--- src/hw/rtl/ectc_pkg.sv ---
// Shared constants and calendar tables for the epoch-to-calendar converter.
package ectc_pkg;

    localparam int SECS_PER_DAY     = 86400;
    localparam int DAYS_PER_QUAD    = 1461;
    localparam int SECS_PER_HOUR    = 3600;
    localparam int SECS_PER_MIN     = 60;
    localparam int US_PER_HUNDREDTH = 10000;

    localparam int EPOCH_CHIP_YEAR_DEF = 2;

    localparam int SEC_W  = 31;
    localparam int US_W   = 20;
    localparam int DAY_W  = 15;
    localparam int SOD_W  = 17;
    localparam int DOY_W  = 9;
    localparam int YEAR_W = 7;

    function automatic logic [10:0] pre_days(input logic [1:0] y0);
        logic [10:0] d;
        case (y0)
            2'd0:    d = 11'd0;
            2'd1:    d = 11'd366;
            2'd2:    d = 11'd731;
            2'd3:    d = 11'd1096;
            default: d = 11'd0;
        endcase
        return d;
    endfunction

    function automatic logic [DOY_W-1:0] month_start(input logic [3:0] m, input logic leap);
        logic [DOY_W-1:0] d;
        logic [DOY_W-1:0] adj;
        adj = (leap && m >= 4'd3) ? 9'd1 : 9'd0;
        case (m)
            4'd1:    d = 9'd0;
            4'd2:    d = 9'd31;
            4'd3:    d = 9'd59;
            4'd4:    d = 9'd90;
            4'd5:    d = 9'd120;
            4'd6:    d = 9'd151;
            4'd7:    d = 9'd181;
            4'd8:    d = 9'd212;
            4'd9:    d = 9'd243;
            4'd10:   d = 9'd273;
            4'd11:   d = 9'd304;
            4'd12:   d = 9'd334;
            default: d = 9'd0;
        endcase
        return d + adj;
    endfunction

endpackage

--- src/hw/rtl/ectc_cdiv.sv ---
// Pipelined restoring divider by a constant, STEPS quotient bits per stage.
module ectc_cdiv #(
    parameter int DW      = 31,
    parameter int QW      = 15,
    parameter int DIVISOR = 86400,
    parameter int STEPS   = 3,
    parameter int SW      = 20
) (
    input  logic          clk,
    input  logic          rst_n,
    input  logic          in_valid,
    output logic          in_ready,
    input  logic [DW-1:0] in_num,
    input  logic [SW-1:0] in_side,
    output logic          out_valid,
    input  logic          out_ready,
    output logic [QW-1:0] out_quo,
    output logic [DW-1:0] out_rem,
    output logic [SW-1:0] out_side
);
    import ectc_pkg::*;

    localparam int NS = (QW + STEPS - 1) / STEPS;
    localparam int EW = DW + QW;
    localparam logic [EW-1:0] DV = EW'(DIVISOR);

    logic [NS-1:0] v_reg;
    logic [NS:0]   rdy;
    logic [DW-1:0] rem_reg  [NS];
    logic [QW-1:0] quo_reg  [NS];
    logic [SW-1:0] side_reg [NS];

    assign rdy[NS] = out_ready;

    genvar s;
    generate
        for (s = 0; s < NS; s++) begin : g_stage
            logic          v_in;
            logic [DW-1:0] r_in;
            logic [QW-1:0] q_in;
            logic [SW-1:0] sd_in;
            logic [DW-1:0] r_next;
            logic [QW-1:0] q_next;

            if (s == 0) begin : g_first
                assign v_in  = in_valid;
                assign r_in  = in_num;
                assign q_in  = '0;
                assign sd_in = in_side;
            end else begin : g_rest
                assign v_in  = v_reg[s-1];
                assign r_in  = rem_reg[s-1];
                assign q_in  = quo_reg[s-1];
                assign sd_in = side_reg[s-1];
            end

            assign rdy[s] = !v_reg[s] || rdy[s+1];

            always_comb
            begin
                logic [EW-1:0] r;
                logic [EW-1:0] t;
                int            b;
                r      = EW'(r_in);
                q_next = q_in;
                for (int j = 0; j < STEPS; j++)
                begin
                    b = QW - 1 - s * STEPS - j;
                    if (b >= 0)
                    begin
                        t = DV << b;
                        if (r >= t)
                        begin
                            r      = r - t;
                            q_next = q_next | (QW'(1) << b);
                        end
                    end
                end
                r_next = r[DW-1:0];
            end

            always_ff @(posedge clk or negedge rst_n)
            begin
                if (!rst_n)
                begin
                    v_reg[s] <= 1'b0;
                end
                else if (rdy[s])
                begin
                    v_reg[s] <= v_in;
                end
            end

            always_ff @(posedge clk)
            begin
                if (rdy[s] && v_in)
                begin
                    rem_reg[s]  <= r_next;
                    quo_reg[s]  <= q_next;
                    side_reg[s] <= sd_in;
                end
            end
        end
    endgenerate

    assign in_ready  = rdy[0];
    assign out_valid = v_reg[NS-1];
    assign out_quo   = quo_reg[NS-1];
    assign out_rem   = rem_reg[NS-1];
    assign out_side  = side_reg[NS-1];

endmodule

--- src/hw/rtl/ectc_finish.sv ---
// Year, month, time-of-day and hundredths stages after the day split.
module ectc_finish #(
    parameter int EPOCH_CHIP_YEAR = ectc_pkg::EPOCH_CHIP_YEAR_DEF
) (
    input  logic                        clk,
    input  logic                        rst_n,
    input  logic                        in_valid,
    output logic                        in_ready,
    input  logic [ectc_pkg::DAY_W-1:0]  days,
    input  logic [ectc_pkg::SOD_W-1:0]  sod,
    input  logic [ectc_pkg::US_W-1:0]   us,
    output logic                        out_valid,
    input  logic                        out_ready,
    output logic [6:0]                  chip_year,
    output logic [3:0]                  month,
    output logic [4:0]                  day_of_month,
    output logic [4:0]                  hour,
    output logic [5:0]                  minute,
    output logic [5:0]                  second,
    output logic [6:0]                  hundredths,
    output logic [2:0]                  weekday
);
    import ectc_pkg::*;

    localparam logic [10:0] PreDays = pre_days(2'(EPOCH_CHIP_YEAR));

    logic             a_valid_reg;
    logic [6:0]       a_year_reg;
    logic             a_leap_reg;
    logic [DOY_W-1:0] a_doy_reg;
    logic [4:0]       a_hour_reg;
    logic [11:0]      a_hrem_reg;
    logic [6:0]       a_hund_reg;

    logic             b_valid_reg;
    logic [6:0]       b_year_reg;
    logic [3:0]       b_month_reg;
    logic [4:0]       b_dom_reg;
    logic [4:0]       b_hour_reg;
    logic [5:0]       b_min_reg;
    logic [5:0]       b_sec_reg;
    logic [6:0]       b_hund_reg;
    logic [2:0]       b_wday_reg;

    logic             b_ready;

    logic [6:0]       a_year_next;
    logic             a_leap_next;
    logic [DOY_W-1:0] a_doy_next;
    logic [4:0]       a_hour_next;
    logic [11:0]      a_hrem_next;
    logic [6:0]       a_hund_next;

    logic [3:0]       b_month_next;
    logic [4:0]       b_dom_next;
    logic [5:0]       b_min_next;
    logic [5:0]       b_sec_next;
    logic [2:0]       b_wday_next;

    assign b_ready  = !b_valid_reg || out_ready;
    assign in_ready = !a_valid_reg || b_ready;

    always_comb
    begin
        logic [15:0]  d;
        logic [4:0]   quad;
        logic [1:0]   yq;
        logic [16:0]  s;
        logic [19:0]  u;
        d    = 16'(days) + 16'(PreDays);
        quad = '0;
        for (int b = 4; b >= 0; b--)
        begin
            if (d >= (16'(DAYS_PER_QUAD) << b))
            begin
                d       = d - (16'(DAYS_PER_QUAD) << b);
                quad[b] = 1'b1;
            end
        end
        if (d < 16'd366)
        begin
            yq = 2'd0;
            a_doy_next = d[DOY_W-1:0];
        end
        else if (d < 16'd731)
        begin
            yq = 2'd1;
            a_doy_next = 9'(d - 16'd366);
        end
        else if (d < 16'd1096)
        begin
            yq = 2'd2;
            a_doy_next = 9'(d - 16'd731);
        end
        else
        begin
            yq = 2'd3;
            a_doy_next = 9'(d - 16'd1096);
        end
        a_year_next = {quad, yq};
        a_leap_next = (yq == 2'd0);

        s           = sod;
        a_hour_next = '0;
        for (int b = 4; b >= 0; b--)
        begin
            if (s >= (17'(SECS_PER_HOUR) << b))
            begin
                s              = s - (17'(SECS_PER_HOUR) << b);
                a_hour_next[b] = 1'b1;
            end
        end
        a_hrem_next = s[11:0];

        u           = us;
        a_hund_next = '0;
        for (int b = 6; b >= 0; b--)
        begin
            if (u >= (20'(US_PER_HUNDREDTH) << b))
            begin
                u              = u - (20'(US_PER_HUNDREDTH) << b);
                a_hund_next[b] = 1'b1;
            end
        end
    end

    always_comb
    begin
        logic [11:0] r;
        logic [4:0]  w;
        b_month_next = 4'd1;
        for (int m = 2; m <= 12; m++)
        begin
            if (a_doy_reg >= month_start(4'(m), a_leap_reg))
            begin
                b_month_next = 4'(m);
            end
        end
        b_dom_next = 5'(a_doy_reg - month_start(b_month_next, a_leap_reg) + 9'd1);

        r          = a_hrem_reg;
        b_min_next = '0;
        for (int b = 5; b >= 0; b--)
        begin
            if (r >= (12'(SECS_PER_MIN) << b))
            begin
                r             = r - (12'(SECS_PER_MIN) << b);
                b_min_next[b] = 1'b1;
            end
        end
        b_sec_next = r[5:0];

        w = b_dom_next;
        if (w >= 5'd28)
        begin
            w = w - 5'd28;
        end
        if (w >= 5'd14)
        begin
            w = w - 5'd14;
        end
        if (w >= 5'd7)
        begin
            w = w - 5'd7;
        end
        b_wday_next = w[2:0];
    end

    always_ff @(posedge clk or negedge rst_n)
    begin
        if (!rst_n)
        begin
            a_valid_reg <= 1'b0;
            b_valid_reg <= 1'b0;
        end
        else
        begin
            if (in_ready)
            begin
                a_valid_reg <= in_valid;
            end
            if (b_ready)
            begin
                b_valid_reg <= a_valid_reg;
            end
        end
    end

    always_ff @(posedge clk)
    begin
        if (in_ready && in_valid)
        begin
            a_year_reg <= a_year_next;
            a_leap_reg <= a_leap_next;
            a_doy_reg  <= a_doy_next;
            a_hour_reg <= a_hour_next;
            a_hrem_reg <= a_hrem_next;
            a_hund_reg <= a_hund_next;
        end
        if (b_ready && a_valid_reg)
        begin
            b_year_reg  <= a_year_reg;
            b_month_reg <= b_month_next;
            b_dom_reg   <= b_dom_next;
            b_hour_reg  <= a_hour_reg;
            b_min_reg   <= b_min_next;
            b_sec_reg   <= b_sec_next;
            b_hund_reg  <= a_hund_reg;
            b_wday_reg  <= b_wday_next;
        end
    end

    assign out_valid    = b_valid_reg;
    assign chip_year    = b_year_reg;
    assign month        = b_month_reg;
    assign day_of_month = b_dom_reg;
    assign hour         = b_hour_reg;
    assign minute       = b_min_reg;
    assign second       = b_sec_reg;
    assign hundredths   = b_hund_reg;
    assign weekday      = b_wday_reg;

`ifndef SYNTHESIS
    a_doy_range: assert property (@(posedge clk) disable iff (!rst_n)
        a_valid_reg |-> (a_doy_reg < 9'd365 || (a_leap_reg && a_doy_reg == 9'd365)))
        else $error("day of year past year length");
    a_time_range: assert property (@(posedge clk) disable iff (!rst_n)
        a_valid_reg |-> (a_hour_reg < 5'd24 && a_hrem_reg < 12'd3600))
        else $error("time of day split out of range");
    b_month_range: assert property (@(posedge clk) disable iff (!rst_n)
        out_valid |-> (month >= 4'd1 && month <= 4'd12 && day_of_month >= 5'd1))
        else $error("month or day out of range");
    b_wday_match: assert property (@(posedge clk) disable iff (!rst_n)
        out_valid |-> (weekday < 3'd7 && minute < 6'd60 && second < 6'd60))
        else $error("weekday or minute/second out of range");
`endif

endmodule

--- src/hw/rtl/epoch_seconds_to_calendar_top.sv ---
// Top level of the epoch-seconds to calendar-field converter.
// One beat of seconds and microseconds yields one beat of chip calendar fields:
// five divider stages split the seconds into whole days and seconds of the day
// (three quotient bits per stage), then one stage resolves the four-year cycle,
// year, hour and hundredths and a last stage resolves month, day, minute, second
// and weekday. A new beat is taken every cycle; a stall at the output holds each
// stage in place.
module epoch_seconds_to_calendar_top #(
    parameter int EPOCH_CHIP_YEAR = ectc_pkg::EPOCH_CHIP_YEAR_DEF
) (
    input  logic                        clk,
    input  logic                        rst_n,
    input  logic                        in_valid,
    output logic                        in_ready,
    input  logic [ectc_pkg::SEC_W-1:0]  unix_seconds,
    input  logic [ectc_pkg::US_W-1:0]   microseconds,
    output logic                        out_valid,
    input  logic                        out_ready,
    output logic [6:0]                  chip_year,
    output logic [3:0]                  month,
    output logic [4:0]                  day_of_month,
    output logic [4:0]                  hour,
    output logic [5:0]                  minute,
    output logic [5:0]                  second,
    output logic [6:0]                  hundredths,
    output logic [2:0]                  weekday
);
    import ectc_pkg::*;

    logic             dv_valid;
    logic             dv_ready;
    logic [DAY_W-1:0] dv_days;
    logic [SEC_W-1:0] dv_rem;
    logic [US_W-1:0]  dv_us;

    ectc_cdiv #(
        .DW      (SEC_W),
        .QW      (DAY_W),
        .DIVISOR (SECS_PER_DAY),
        .STEPS   (3),
        .SW      (US_W)
    ) u_day_split (
        .clk       (clk),
        .rst_n     (rst_n),
        .in_valid  (in_valid),
        .in_ready  (in_ready),
        .in_num    (unix_seconds),
        .in_side   (microseconds),
        .out_valid (dv_valid),
        .out_ready (dv_ready),
        .out_quo   (dv_days),
        .out_rem   (dv_rem),
        .out_side  (dv_us)
    );

    ectc_finish #(
        .EPOCH_CHIP_YEAR (EPOCH_CHIP_YEAR)
    ) u_finish (
        .clk          (clk),
        .rst_n        (rst_n),
        .in_valid     (dv_valid),
        .in_ready     (dv_ready),
        .days         (dv_days),
        .sod          (dv_rem[SOD_W-1:0]),
        .us           (dv_us),
        .out_valid    (out_valid),
        .out_ready    (out_ready),
        .chip_year    (chip_year),
        .month        (month),
        .day_of_month (day_of_month),
        .hour         (hour),
        .minute       (minute),
        .second       (second),
        .hundredths   (hundredths),
        .weekday      (weekday)
    );

endmodule

--- config.mk ---
export PLATFORM = sky130hd
export DESIGN_NAME = epoch_seconds_to_calendar_top
export DESIGN_NICKNAME = d
export VERILOG_FILES = /design/src/hw/rtl/ectc_pkg.sv /design/src/hw/rtl/ectc_cdiv.sv /design/src/hw/rtl/ectc_finish.sv /design/src/hw/rtl/epoch_seconds_to_calendar_top.sv
export SDC_FILE = /design/constraint.sdc
export NUM_CORES = 1
export LEC_CHECK = 0
export BUFFER_PORTS_ARGS = -buffer_cell sky130_fd_sc_hd__buf_2
export CAP_MARGIN = 20
export CORE_MARGIN = 2
export CORE_UTILIZATION = 45
export CTS_BUF_LIST = sky130_fd_sc_hd__clkbuf_4 sky130_fd_sc_hd__clkbuf_8
export DETAILED_ROUTE_END_ITERATION = 12
export PLACE_DENSITY = 0.61
export SLEW_MARGIN = 20
export SYNTH_ARGS = -nofsm -noshare
export SYNTH_HDL_FRONTEND = slang
export SYNTH_HIERARCHICAL = 1
export SYNTH_SLANG_ARGS = --single-unit
--- constraint.sdc ---
create_clock -name clk -period 11.21 [get_ports clk]
set_clock_uncertainty 0.2 [all_clocks]
set_input_delay 1.6815 -clock clk [delete_from_list [all_inputs] [get_ports clk]]
set_output_delay 1.6815 -clock clk [all_outputs]
set_load 0.005 [all_outputs]
* Word level (Yosys, flattened, before mapping) *
Memory sizes are Yosys's and may differ from the RTL's.
Cells that the tools add are included.

storage, ports and cells
  flip-flop bits (word level) = 91
  memory bits (writable) = 330
  memory bits (read-only) = 144
  word-level logic and storage cells = 268
  memories = 4

memory list
  name                  words  width  rd ports  clocked after Yosys merged registers in  wr ports  RTL line         text
  u_day_split.rem_reg   5      31     5         0                                        5         ectc_cdiv.sv:29  logic [DW-1:0] rem_reg [NS];
  (name not given)      16     9      1         0                                        0         ectc_pkg.sv:35   case (m)
  u_day_split.side_reg  5      20     5         0                                        5         ectc_cdiv.sv:31  logic [SW-1:0] side_reg [NS];
  u_day_split.quo_reg   5      15     5         0                                        5         ectc_cdiv.sv:30  logic [QW-1:0] quo_reg [NS];

cells by class
  add/subtract/negate cells = 57
  magnitude comparators = 56
  multiplexer cells = 107
  reduce and logical (&&, ||, !) cells = 23

operator list
  kind                      number
  $mux W46                  10
  $mux W31                  5
  $mux W20                  6
  $ge A9 B9 Y1              10
  $mux W12                  7
  $mux W16                  5
  $mux W17                  4
  $ge A46 B17 Y1 const B    1
  $ge A46 B18 Y1 const B    1
  $ge A46 B20 Y1 const B    1
  $ge A46 B21 Y1 const B    1
  $ge A46 B23 Y1 const B    1
  $ge A46 B24 Y1 const B    1
  $ge A46 B26 Y1 const B    1
  $ge A46 B27 Y1 const B    1
  $ge A46 B29 Y1 const B    1
  $ge A46 B30 Y1 const B    1
  $sub A46 B18 Y46 const B  1
  $sub A46 B21 Y46 const B  1
  $sub A46 B24 Y46 const B  1
  $sub A46 B27 Y46 const B  1
  $sub A46 B30 Y46 const B  1
  $mux W1                   37
  $add A8 B9 Y9 const A     4
  other kinds (98)          140

* Logic depth before layout (Yosys ltp) *
Gate-level depths: netlist of the first run.

  depth in word-level cells = 25
  depth in mapped cells = 44
  depth with buffers taken out = 42

* Cells and area by module *
Netlist of the first run, hierarchy kept.

by module, submodules not included
  module       times used  cells each  area an instance (µm²)  seq. area each (µm²)
  ectc_cdiv    1           1,794       18,712.9                9,133.8
  ectc_finish  1           1,502       11,903.9                2,572.5

* Worst setup path after synthesis of the first run *
Ideal clock, no wire load.

  path kind = reg-to-reg
  start point = memory u_day_split.quo_reg[4][0], in the netlist u_day_split/quo_reg[0][60]
  end point = register u_finish.a_doy_reg[6], data pin
  setup time = 275 ps
  arrival = 9,316 ps
  required time = 10,735 ps
  slack = 1,419 ps
  cell stages (with the launch flop) = 44
  period minus slack after synthesis = 9,791 ps
  cells stage by stage = edfxtp_1 > buf_2 > inv_1 > ha_1 > nor2b_1 > o21a_1 > or2_2 > inv_1 > ha_1 > nor3_1 > o311a_4 > o211a_1 > nor2_2 > inv_2 > a31oi_1 > a211oi_2 > nor2_1 > nand2_1 > [8 not listed] > a221oi_4 > a21oi_1 > buf_4 > xnor2_1 > ha_1 > inv_1 > a31o_2 > a211oi_1 > o221a_4 > nor4_1 > o22a_1 > or2_2 > clkbuf_1 > o41a_1 > o21ai_2 > inv_2 > a2111oi_2 > xnor2_1

RTL lines
  element                 RTL line            text
  start: declaration      ectc_cdiv.sv:30
  end signal: assignment  ectc_finish.sv:195  a_doy_reg <= a_doy_next;
  end: declaration        ectc_finish.sv:30   logic [DOY_W-1:0] a_doy_reg;

==> flow_summary_export.csv, run 1 <==
group,metric,value,unit
cts,numCtsBuffers,69,
grt,grt_use_total,0.219,
detailed_routing,drt_iter0_drc,1976,
detailed_routing,viasPerCell,6.09,
floorplan,dieWidth,262,um
critical_path,crit_required,11.38,ns
critical_path,critPathLaunch,"u_day_split/quo_reg[0][60]$_DFFE_PP_",
floorplan,die_h,262,um
flow_run,drv_cap,0,
detailed_routing,wl_per_cell,18.2,um
floorplan,rows,94,
sta,max_clock_freq,95.4,MHz
cts,clock_tree.buffer_depth,3,
cts,cts-hold-fix-buffers,0,
critical_path,timing.rr.end,"u_finish/a_doy_reg[6]$_DFFE_PP_",
sta,finalCriticalPeriod,10.48,ns
floorplan,die_area,0.0685,sq mm
grt,antenna_found_initial,2,
sta,slew-limit-headroom,0.353,
critical_path,cp-end-kind,"flop",
placed_design,port_buffers,99,
logic_synthesis,syn-num-nets,3360,
sta,rsz0062_at_grt,"false",
detailed_routing,dr.pass1.iters,7,
grt,grt_max_degree,61,
sta,worstMarginPinSlew,0.961,ns
detailed_routing,ant_nets,0,
finish,nNetsFinal,3443,
logic_synthesis,yosys_warnings,6,
critical_path,r2r_start,"u_day_split/quo_reg[0][60]$_DFFE_PP_",
grt,grt_pass1_vias,24000,
critical_path,regToRegSetupSlack,0.73,ns
critical_path,reg2regPathDepth,39,
worst_hold_path,hold_path_class,"reg -> reg",
cts,cts_tree,"done",
critical_path,cpMostUsedCell,"ha_1",
grt,grt_overflow,0,
cts,cts.sinks,377,
floorplan,initial_core_util,0.455,
finish,seq_area,0.0113,sq mm
status,outcome,"completed",
critical_path,crit_fanout,11,
cts,cts-root-buf,"clkbuf_8",
critical_path,worstPathArrival,10.65,ns
finish,drive_above_1_share,0.126,
logic_synthesis,synth.avg_cell_area,9.24,sq um
logic_synthesis,synth_area,0.0299,sq mm
critical_path,worstSetupEndpoint,"u_finish/a_doy_reg[6]$_DFFE_PP_",
sta,final_max_slew_viol_count,0,
floorplan,core,0.0657,sq mm
critical_path,worstSetupPathType,"reg -> reg",
critical_path,crit_path_start_kind,"flop",
sta,min_period_over_period,0.935,
floorplan,io_pins,100,
finish,multiInputGateArea,0.0177,sq mm
cts,cts_htree_levels,3,
logic_synthesis,synthCells,3236,
critical_path,slowest_stage,"xnor2_1",
detailed_routing,drc,0,
detailed_routing,drt-total-wl,76900,um
sta,finalSetupViolCount,0,
detailed_routing,vias,25800,
cts,path_clk_slew,0.07,ns
sta,fin_tns_setup,0,ns
finish,areaGrowthSynthToFinish,9.31,%
placed_design,gp_congestion,0.932,
grt,grt_pass1_wl,123000,um
cts,clk_latency,0.66,ns
placed_design,hpwl,58500,um
finish,fillers,6076,
sta,hold_viol,0,
finish,largest_register_ffs,141,
critical_path,cpPeakStageDelay,0.59,ns
-- worst max-delay path, delay by kind of cell, from the launching register on --
kind | cells | cell delay, ns
adder cells (fa/ha/maj) | 4 | 1.03
XOR/XNOR | 5 | 1.37
buffers and inverters | 4 | 0.61
AO/OA/AOI/OAI | 14 | 4.08
flip-flops | 1 | 0.38
AND/OR/NAND/NOR | 12 | 2.58
-- metal layers --
layer  global-route usage  wire length, um
met1                0.290            35000
met2                0.373            36900
met3               0.0275             3390
met4               0.0647             1600
met5                    0                0
-- area by class of cell --
| type | instances | area share |
|---|---|---|
| Sequential cell | 377 | 0.345 |
| Timing Repair Buffer | 133 | 0.0229 |
| Antenna cell | 2 | 0.000153 |
| Inverter | 125 | 0.0144 |
| Tap cell | 864 | 0.0331 |
| Multi-Input combinational cell | 2613 | 0.541 |
| Clock inverter | 33 | 0.00965 |
| Clock buffer | 89 | 0.0336 |
-- cell usage in the layout (no fill, tap or decap), types with 20 or more instances in the layout --
cell type  count
a211oi_1      40
a21boi_0      22
a21o_1        47
a21oi_1      187
a31oi_1       67
and2_1        38
and3_1        33
buf_2         99
buf_4         33
clkbuf_4      20
clkbuf_8      69
edfxtp_1     370
ha_1          67
inv_1        116
mux2i_1       39
nand2_1      270
nand2b_1      42
nand3_1      107
nand4_1       49
nor2_1       251
nor2b_1       23
nor3_1       109
nor4_1        52
o211ai_1      34
o21a_1        33
o21ai_0      149
o22ai_1       24
o31ai_1       29
or2_2         40
or3_1         53
xnor2_1      198
xor2_1       103
-- through the flow --
step / hold slack, ns / cell area, sq um / instances / utilization / setup WS (ns)
floorplan: 0.200 / 29900 / 3236 / - / 1.42
CTS: 0.189 / 32600 / 4230 / 0.495 / 0.220
detailed placement: 0.205 / 31100 / 4108 / 0.474 / 0.241
finish: 0.189 / 32700 / 4236 / 0.497 / 0.726
global placement: 0.200 / 31100 / 4108 / 0.474 / 0.610
global route: 0.209 / 32700 / 4235 / 0.497 / 0.00923
-- timing repair --
| item | in CTS | in global routing |
|---|---|---|
| setup endpoints to repair | 0 | 12 |
| resized for setup | 0 | 13 |
| buffers inserted | 0 | 3 |
-- worst min path at each step --
stage / startpoint / endpoint / cells after the start
finish: u_day_split/side_reg[0][67]$_DFFE_PP_ / u_day_split/side_reg[0][87]$_DFFE_PP_ / 0
global route: u_day_split/side_reg[0][67]$_DFFE_PP_ / u_day_split/side_reg[0][87]$_DFFE_PP_ / 0
CTS: u_day_split/side_reg[0][67]$_DFFE_PP_ / u_day_split/side_reg[0][87]$_DFFE_PP_ / 0
detailed placement: u_day_split/quo_reg[0][38]$_DFFE_PP_ / u_day_split/quo_reg[0][53]$_DFFE_PP_ / 0
global placement: u_day_split/side_reg[0][58]$_DFFE_PP_ / u_day_split/side_reg[0][78]$_DFFE_PP_ / 0
floorplan: u_day_split/quo_reg[0][12]$_DFFE_PP_ / u_day_split/quo_reg[0][27]$_DFFE_PP_ / 0
Power of run 1 is left out: the tool's default activity adds up to more than one toggle a clock period on the data nets, which glitch-free logic cannot reach.
==> run 2, diff against run 1 <==
- BUFFER_PORTS_ARGS: -buffer_cell sky130_fd_sc_hd__buf_2 -> -buffer_cell sky130_fd_sc_hd__buf_4
- CORE_UTILIZATION: 45 -> 50
- PLACE_DENSITY: 0.61 -> 0.74
==> flow_summary_export.csv, run 2 (same netlist as run 1, synthesis figures left out) <==
group,metric,value,unit
cts,cts_htree_levels,3,
critical_path,worstSetupPathType,"reg -> reg",
finish,largest_register_ffs,141,
cts,cts-root-buf,"clkbuf_8",
critical_path,crit_path_start_kind,"flop",
detailed_routing,drt-total-wl,71400,um
grt,grt_max_degree,61,
sta,hold_viol,0,
sta,max_clock_freq,95.9,MHz
detailed_routing,dr.pass1.iters,6,
finish,nNetsFinal,3435,
floorplan,initial_core_util,0.507,
critical_path,worstPathArrival,10.63,ns
sta,setup_ws,0.778,ns
detailed_routing,wl_per_cell,17.3,um
cts,numCtsBuffers,68,
grt,grt_use_total,0.225,
finish,fillers,5316,
finish,areaGrowthSynthToFinish,9.70,%
finish,final_common_cell,"edfxtp_1",
cts,clock_tree.buffer_depth,3,
cts,clk_latency,0.65,ns
placed_design,dp_slack,0.375,ns
cts,path_clk_slew,0.06,ns
detailed_routing,viasPerCell,6.18,
detailed_routing,ant_nets,0,
floorplan,die_area,0.0618,sq mm
critical_path,cp-end-kind,"flop",
sta,slew-limit-headroom,0.323,
grt,antenna_found_initial,1,
sta,finalSetupViolCount,0,
floorplan,die_h,249,um
grt,grt_pass1_vias,23700,
placed_design,port_buffers,99,
sta,min_period_over_period,0.931,
worst_hold_path,hold_path_class,"reg -> reg",
placed_design,gp_congestion,0.929,
sta,worstMarginPinSlew,0.990,ns
cts,cts.sinks,377,
detailed_routing,drc,0,
floorplan,io_pins,100,
floorplan,rows,89,
grt,grt_pass1_wl,118000,um
grt,grt_overflow,0,
finish,mostFrequentLayoutCells,"370 x edfxtp_1, 270 x nand2_1, 252 x nor2_1",
floorplan,core,0.0590,sq mm
critical_path,cpPeakStageDelay,0.55,ns
floorplan,dieWidth,249,um
critical_path,crit_fanout,9,
cts,cts_tree,"done",
status,outcome,"completed",
sta,rsz0062_at_grt,"false",
critical_path,slowest_stage,"or4_4",
finish,drive_above_1_share,0.124,
sta,holdWs,0.203,ns
sta,finalCriticalPeriod,10.43,ns
detailed_routing,drt_iter0_drc,2157,
detailed_routing,vias,25500,
sta,final_max_slew_viol_count,0,
placed_design,hpwl,53400,um
critical_path,crit_required,11.41,ns
flow_run,drv_cap,0,
critical_path,cpMostUsedCell,"ha_1",
sta,fin_tns_setup,0,ns
run 2: cell types whose count changed in the layout (fill, tap and decap cells not counted), moves of 2 or more:
cell / previous run / this run
buf_2: 99 / 0
buf_4: 33 / 125
bufinv_16: 4 / 6
clkbuf_4: 20 / 14
clkbuf_8: 69 / 72
clkinv_4: 4 / 2
clkinvlp_4: 6 / 2
inv_6: 0 / 2
xor2_2: 1 / 3
run 2: layout make-up:
| cell class | count | area, sq um | area share |
|---|---|---|---|
| Tap cell | 773 | 967 | 0.0295 |
| Clock inverter | 34 | 369 | 0.0113 |
| Sequential cell | 377 | 11300 | 0.344 |
| Multi-Input combinational cell | 2613 | 17700 | 0.539 |
| Inverter | 125 | 469 | 0.0143 |
| Timing Repair Buffer | 126 | 943 | 0.0288 |
| Clock buffer | 86 | 1100 | 0.0334 |
| Antenna cell | 1 | 2.50 | 0.0000763 |
run 2: final timing paths:
| check | startpoint | to | slack [ns] | cells past startpoint |
|---|---|---|---|---|
| min | u_finish/a_hund_reg[3]$_DFFE_PP_ | u_finish/hundredths[3]$_DFFE_PP_ | 0.20 | 0 |
| max in group asynchronous | rst_n | u_day_split/g_stage[2].v_in$_DFFE_PN0P_ | 10.00 | 1 |
| max reg2reg | u_day_split/quo_reg[0][60]$_DFFE_PP_ | u_finish/a_doy_reg[6]$_DFFE_PP_ | 0.78 | 40 |
| min in group asynchronous | rst_n | u_day_split/g_stage[1].v_in$_DFFE_PN0N_ | 0.65 | 1 |
| max | u_day_split/quo_reg[0][60]$_DFFE_PP_ | u_finish/a_doy_reg[6]$_DFFE_PP_ | 0.78 | 40 |
| min reg2reg | u_finish/a_hund_reg[3]$_DFFE_PP_ | u_finish/hundredths[3]$_DFFE_PP_ | 0.20 | 0 |
run 2: through the flow:
stage	util	cells	cell area, sq um
2_1_floorplan	-	3236	29900
3_3_place_gp	0.529	4012	31200
3_5_place_dp	0.529	4012	31200
4_1_cts	0.554	4132	32700
5_1_grt	0.556	4135	32800
6_report	0.556	4135	32800
run 2: routing by layer:
metal | part of all wire | global-route usage
met3 | 0.050 | 0.0301
met2 | 0.47 | 0.374
met5 | 0 | 0
met1 | 0.46 | 0.306
met4 | 0.021 | 0.0638
run 2: critical path, delay by kind of cell, from the launching register on:
kind / cells / cell delay, ns
compound gates: 17 / 5.12
simple gates: 11 / 2.36
fa+ha+maj: 4 / 1.01
buf+inv: 5 / 0.70
xor+xnor: 3 / 0.44
flops: 1 / 0.38
run 2: repair_timing:
action                     CTS  global route
resized for setup            0            13
setup endpoints to repair    0            13
buffers inserted             0             1
hold buffers                 0             0
Power of run 2 is left out for the same reason.
